`src/rtl/core/msrc_pkg.sv`:
```
package msrc_pkg;

  // CRC-16 Modbus: all-ones seed, reflected polynomial, no final XOR
  localparam logic [15:0] CRC_INIT = 16'hFFFF;
  localparam logic [15:0] CRC_POLY = 16'hA001;

  // Frame layout (byte positions within the 9-byte response)
  localparam logic [3:0] IDX_FUNC     = 4'd1;
  localparam logic [3:0] IDX_DATA_LO  = 4'd3;
  localparam logic [3:0] IDX_DATA_HI  = 4'd6;
  localparam logic [3:0] IDX_CRC_LO   = 4'd7;
  localparam logic [3:0] CRC_SPAN     = 4'd7;
  localparam logic [3:0] FRAME_LAST   = 4'd8;

  localparam logic [7:0] FUNC_RESET   = 8'h04;

  // Result status codes
  localparam logic [1:0] ST_OK      = 2'd0;
  localparam logic [1:0] ST_TIMEOUT = 2'd1;
  localparam logic [1:0] ST_CRC     = 2'd2;

  typedef struct packed {
    logic [1:0]  status;
    logic        reading_valid;
    logic [15:0] temperature_centi;
    logic [15:0] humidity_centi;
  } result_t;

  // One byte through the CRC: eight bit steps, unrolled
  function automatic logic [15:0] crc_byte(input logic [15:0] crc_in,
                                           input logic [7:0]  b);
    logic [15:0] c;
    c = crc_in ^ {8'h00, b};
    for (int k = 0; k < 8; k++) begin
      c = c[0] ? ((c >> 1) ^ CRC_POLY) : (c >> 1);
    end
    return c;
  endfunction

endpackage

```
`src/rtl/core/msrc_frame.sv`:
```
module msrc_frame (
  input  logic                    clk,
  input  logic                    rst_n,
  input  logic                    cfg_we,
  input  logic [7:0]              cfg_data,
  input  logic                    acc,
  input  logic                    func,
  input  logic [7:0]              rx_byte,
  output logic                    res_valid,
  output msrc_pkg::result_t       res
);

  logic [7:0]  exp_func_r,  exp_func_nxt;
  logic [3:0]  byte_idx_r,  byte_idx_nxt;
  logic [15:0] crc_r,       crc_nxt;
  logic [7:0]  func_seen_r, func_seen_nxt;
  logic [31:0] data_r,      data_nxt;
  logic [7:0]  crc_lo_r,    crc_lo_nxt;
  logic [15:0] temp_r,      temp_nxt;
  logic [15:0] humi_r,      humi_nxt;
  logic        last_ok_r,   last_ok_nxt;
  logic [1:0]  status;
  logic [15:0] crc_step;

  assign crc_step = msrc_pkg::crc_byte(crc_r, rx_byte);

  // Frame tracking and end-of-frame check
  always_comb begin
    exp_func_nxt  = cfg_we ? cfg_data : exp_func_r;
    byte_idx_nxt  = byte_idx_r;
    crc_nxt       = crc_r;
    func_seen_nxt = func_seen_r;
    data_nxt      = data_r;
    crc_lo_nxt    = crc_lo_r;
    temp_nxt      = temp_r;
    humi_nxt      = humi_r;
    last_ok_nxt   = last_ok_r;
    status        = msrc_pkg::ST_OK;
    res_valid     = 1'b0;
    if (acc) begin
      if (func) begin
        // timeout aborts the frame
        last_ok_nxt = 1'b0;
        status      = msrc_pkg::ST_TIMEOUT;
        res_valid   = 1'b1;
      end else if (byte_idx_r < msrc_pkg::FRAME_LAST) begin
        if (byte_idx_r < msrc_pkg::CRC_SPAN) crc_nxt = crc_step;
        if (byte_idx_r == msrc_pkg::IDX_FUNC) begin
          func_seen_nxt = rx_byte;
        end else if (byte_idx_r >= msrc_pkg::IDX_DATA_LO &&
                     byte_idx_r <= msrc_pkg::IDX_DATA_HI) begin
          data_nxt = {data_r[23:0], rx_byte};
        end else if (byte_idx_r == msrc_pkg::IDX_CRC_LO) begin
          crc_lo_nxt = rx_byte;
        end
        byte_idx_nxt = byte_idx_r + 4'd1;
      end else begin
        // ninth word: CRC high byte
        res_valid = 1'b1;
        if (func_seen_r != exp_func_r) begin
          last_ok_nxt = 1'b0;
          status      = msrc_pkg::ST_TIMEOUT;
        end else if ({rx_byte, crc_lo_r} != crc_r) begin
          last_ok_nxt = 1'b0;
          status      = msrc_pkg::ST_CRC;
        end else begin
          temp_nxt    = data_r[31:16];
          humi_nxt    = data_r[15:0];
          last_ok_nxt = 1'b1;
          status      = msrc_pkg::ST_OK;
        end
      end
      // any result restarts the frame
      if (res_valid) begin
        byte_idx_nxt  = 4'd0;
        crc_nxt       = msrc_pkg::CRC_INIT;
        func_seen_nxt = 8'h00;
        data_nxt      = 32'h0;
        crc_lo_nxt    = 8'h00;
      end
    end
  end

  // Result carries the reading after this word's update
  always_comb begin
    res.status            = status;
    res.reading_valid     = last_ok_nxt;
    res.temperature_centi = temp_nxt;
    res.humidity_centi    = humi_nxt;
  end

  always_ff @(posedge clk) begin
    if (!rst_n) begin
      exp_func_r  <= msrc_pkg::FUNC_RESET;
      byte_idx_r  <= 4'd0;
      crc_r       <= msrc_pkg::CRC_INIT;
      func_seen_r <= 8'h00;
      data_r      <= 32'h0;
      crc_lo_r    <= 8'h00;
      temp_r      <= 16'h0;
      humi_r      <= 16'h0;
      last_ok_r   <= 1'b0;
    end else begin
      exp_func_r  <= exp_func_nxt;
      byte_idx_r  <= byte_idx_nxt;
      crc_r       <= crc_nxt;
      func_seen_r <= func_seen_nxt;
      data_r      <= data_nxt;
      crc_lo_r    <= crc_lo_nxt;
      temp_r      <= temp_nxt;
      humi_r      <= humi_nxt;
      last_ok_r   <= last_ok_nxt;
    end
  end

endmodule

```
`config.mk`:
```
export PLATFORM = sky130hd
export DESIGN_NAME = msrc_frame
export DESIGN_NICKNAME = d
export VERILOG_FILES = /design/src/rtl/core/msrc_pkg.sv /design/src/rtl/core/msrc_frame.sv
export SDC_FILE = /design/constraint.sdc
export NUM_CORES = 1
export LEC_CHECK = 0
export ABC_AREA = 1
export BUFFER_PORTS_ARGS = -buffer_cell sky130_fd_sc_hd__buf_2
export CAP_MARGIN = 20
export CELL_PAD_IN_SITES_DETAIL_PLACEMENT = 0
export CELL_PAD_IN_SITES_GLOBAL_PLACEMENT = 2
export CORE_MARGIN = 2
export CORE_UTILIZATION = 35
export DETAILED_ROUTE_END_ITERATION = 7
export PLACE_DENSITY_LB_ADDON = 0.1
export SYNTH_ARGS = -nofsm -noshare
export SYNTH_HDL_FRONTEND = slang
export SYNTH_SLANG_ARGS = --single-unit
export TNS_END_PERCENT = 5
```
`constraint.sdc`:
```
create_clock -name clk -period 4.6 [get_ports clk]
set_input_delay 0.92 -clock clk [delete_from_list [all_inputs] [get_ports clk]]
set_output_delay 0.92 -clock clk [all_outputs]
set_load 0.02 [all_outputs]
```
==> results.toml <==
[grt]
grt_pass1_wl_um = 20240
grt.total_usage_pct = 17.45
gr-total-overflow = 0
grt_max_degree = 67
grt_pass1_vias = 3884
antenna_found_initial = 0

[timing]
hold_violations = 0
hold_ws_ns = 0.4663
tightest_slew_ns = 0.7238
relSlewSlack_pct = 51.75
rsz0062_at_grt = "false"
fmax_ghz = 0.2761
fin_crit_ns = 3.621
setup_violations = 0
slew_violations = 0
fin_crit_sh_pct = 78.72
finalSetupTns_ns = 0
finClkSkew_ns = 0.007754

[synthesis]
netlist_instances = 692
synth_seq_cells = 109
syn_nets = 715
yosysSeqAreaShare_pct = 44.30
yosysUniqueCellTypes = 34
netlist_area_um2 = 4926
yosys_warnings = 0
avgSynthCellArea_um2 = 7.118

[worst_setup_path]
cp-end-kind = "output pin"
cp.required_ns = 3.68
crit_type = "in2out"
cp.arrival_ns = 2.70
start_kind = "input pin"
crit_fanout = 66

[job]
drv_cap = 0

[detailed_routing]
antenna_left = 0
via_count = 4257
via_per_inst = 4.627
wl_met2_um = 5873
drt-met1-wl_um = 5935
drt-pass1-iter-count = 4
wl_met3_um = 412
top_layer_used = "met4"
first_iter_violations = 283
drc = 0
routedWlPerCell_um = 13.52
wl_um = 12440

[floorplan]
die_x_um = 122.6
core_area_um2 = 13830
pin_count = 57
rows = 43
die_h_um = 122.6
initial_core_util_pct = 35.63
die_area_um2 = 15040

[layout]
seq_area_um2 = 2182
diodes = 0
fin_area_um2 = 5647
syn2layout_area_growth_pct = 14.63
multi_input_area_um2 = 2166
fin_nets = 758
drive_above_1_share_pct = 13.92
fillers = 1479

[place]
gp_congestion = 0.7988
dp_hpwl_um = 8600
numPortBuffers = 56
placed_cell_area_um2 = 5304

[cts]
insertion_delay_ns = 0.35
root_buffer = "clkbuf_16"
clkTransAtPathRegs_ns = 0.07
ctsLongestPathBuffers = 2
cts_max_level = 3
ctsHoldBuffers = 0
cts_sinks = 109
post_cts_resized = 0
numCtsBuffers = 9
post-cts-setup-buffers = 0
tritoncts = "built"

[power_and_ir_drop]
vdd_drop_max_v = 0.0002140
total_leakage_power_nw = 2.882
power.density_nw_per_um2 = 356.3

[min_path]
worstHoldPathType = "reg2reg"

[outcome]
status = "finished, final reports clean"
final cells by class:
type / instances / area share (%)
multi-input cells: 442 / 38.36
flip-flops and latches: 109 / 38.64
clock buffers: 11 / 4.121
well taps: 180 / 3.988
repair buffers: 61 / 5.983
clock inverters: 5 / 1.462
inverters: 112 / 7.445
flip-flops by register name, summed over array words and instances, names as in the netlist:
register / count
crc_lo_r: 8
humi_r: 16
exp_func_r: 8
func_seen_r: 8
temp_r: 16
data_r: 32
byte_idx_r: 4
last_ok_r: 1
crc_r: 16
power by group:
| group | switching (W) | leakage [nW] | internal (W) | total (W) |
|---|---|---|---|---|
| clock | 0.000360 | 0.154 | 0.000480 | 0.000840 |
| sequential | 0.0000185 | 0.885 | 0.000966 | 0.000984 |
| combinational | 0.000124 | 1.84 | 0.0000633 | 0.000187 |
per-stage QoR:
stage / std cells / setup WS [ns] / power, W / util, %
6_report: 920 / 0.9788 / 0.002012 / 40.84
5_1_grt: 920 / 0.7945 / 0.002108 / 40.84
4_1_cts: 919 / 0.9025 / 0.002040 / 40.64
3_5_place_dp: 903 / 0.9226 / 0.001191 / 38.36
3_3_place_gp: 903 / 0.8694 / 0.001191 / 38.36
2_1_floorplan: 692 / 1.572 / 0.001133 / -
worst max-delay path: stages:
cell,delay (ns)
buf_2,0.13
xnor2_1,0.22
nand4_1,0.19
nor4_4,0.31
nand2_2,0.06
buf_4,0.33
o21ai_1,0.30
inv_1,0.06
buf_2,0.16
placed cells by master, fill, tap and decap left out, types with 2 or more instances in the layout:
cell type | Yosys | layout
a21oi_1 | 31 | 31
clkbuf_1 | 15 | 2
clkbuf_16 | 0 | 9
a22oi_1 | 25 | 25
nor2_1 | 93 | 92
bufinv_16 | 0 | 2
buf_2 | 8 | 56
o2111ai_1 | 3 | 3
or2_2 | 4 | 4
dfxtp_1 | 109 | 109
o22ai_1 | 5 | 5
xnor2_1 | 16 | 16
buf_4 | 1 | 4
o21ai_2 | 10 | 10
ha_1 | 2 | 2
nor3_1 | 2 | 2
o211ai_1 | 2 | 2
nor2_2 | 2 | 3
inv_1 | 105 | 105
a211oi_1 | 2 | 2
nand2_1 | 160 | 160
nand3_1 | 21 | 21
inv_2 | 6 | 6
o21ai_1 | 23 | 23
o21ai_0 | 29 | 29
nand4_1 | 4 | 4
per-layer routing:
layer / vias to the layer above / global-route usage, %
li1: 2264 / -
met1: 1909 / 23.74
met2: 71 / 28.02
met3: 13 / 2.370
met4: 0 / 6.753
met5: - / 0
cell usage after synthesis, drive strengths merged:
cell type	number	area share, %
clkbuf	15	1.1
buf	14	2.1
xnor2	16	2.8
inv	111	8.5
o21ai	62	7.1
nand4	4	0.51
nand2	161	12
a41oi	1	0.18
clkinv	1	0.076
o2111ai	3	0.53
dfxtp	109	44
a211oi	2	0.30
and2	1	0.13
nor3	3	0.41
a22oi	25	3.8
a21oi	31	3.1
o211ai	2	0.30
nand3b	1	0.41
nor2	95	7.3
ha	2	0.51
o22ai	5	0.64
or2	4	0.51
nor4	2	0.69
nand3	21	2.1
o21a	1	0.15
kinds of logic after synthesis:
family / count (synthesis) / synth area share, %
compound gates: 132 / 16.13
xor+xnor: 16 / 2.845
fa+ha+maj: 2 / 0.5079
buf+inv: 141 / 11.79
flops: 109 / 44.30
simple gates: 292 / 24.43
final timing paths:
path                      start     endpoint  slack (ns)  depth (start not counted)
setup / recovery     rx_byte[2]      res[21]        0.98                          9
hold / removal      crc_lo_r[7]  crc_lo_r[7]        0.47                          2
setup reg to reg  byte_idx_r[3]     crc_r[8]        2.35                          6
hold reg to reg     crc_lo_r[7]  crc_lo_r[7]        0.47                          2
Note: power is estimated with default switching activity, not from simulation.
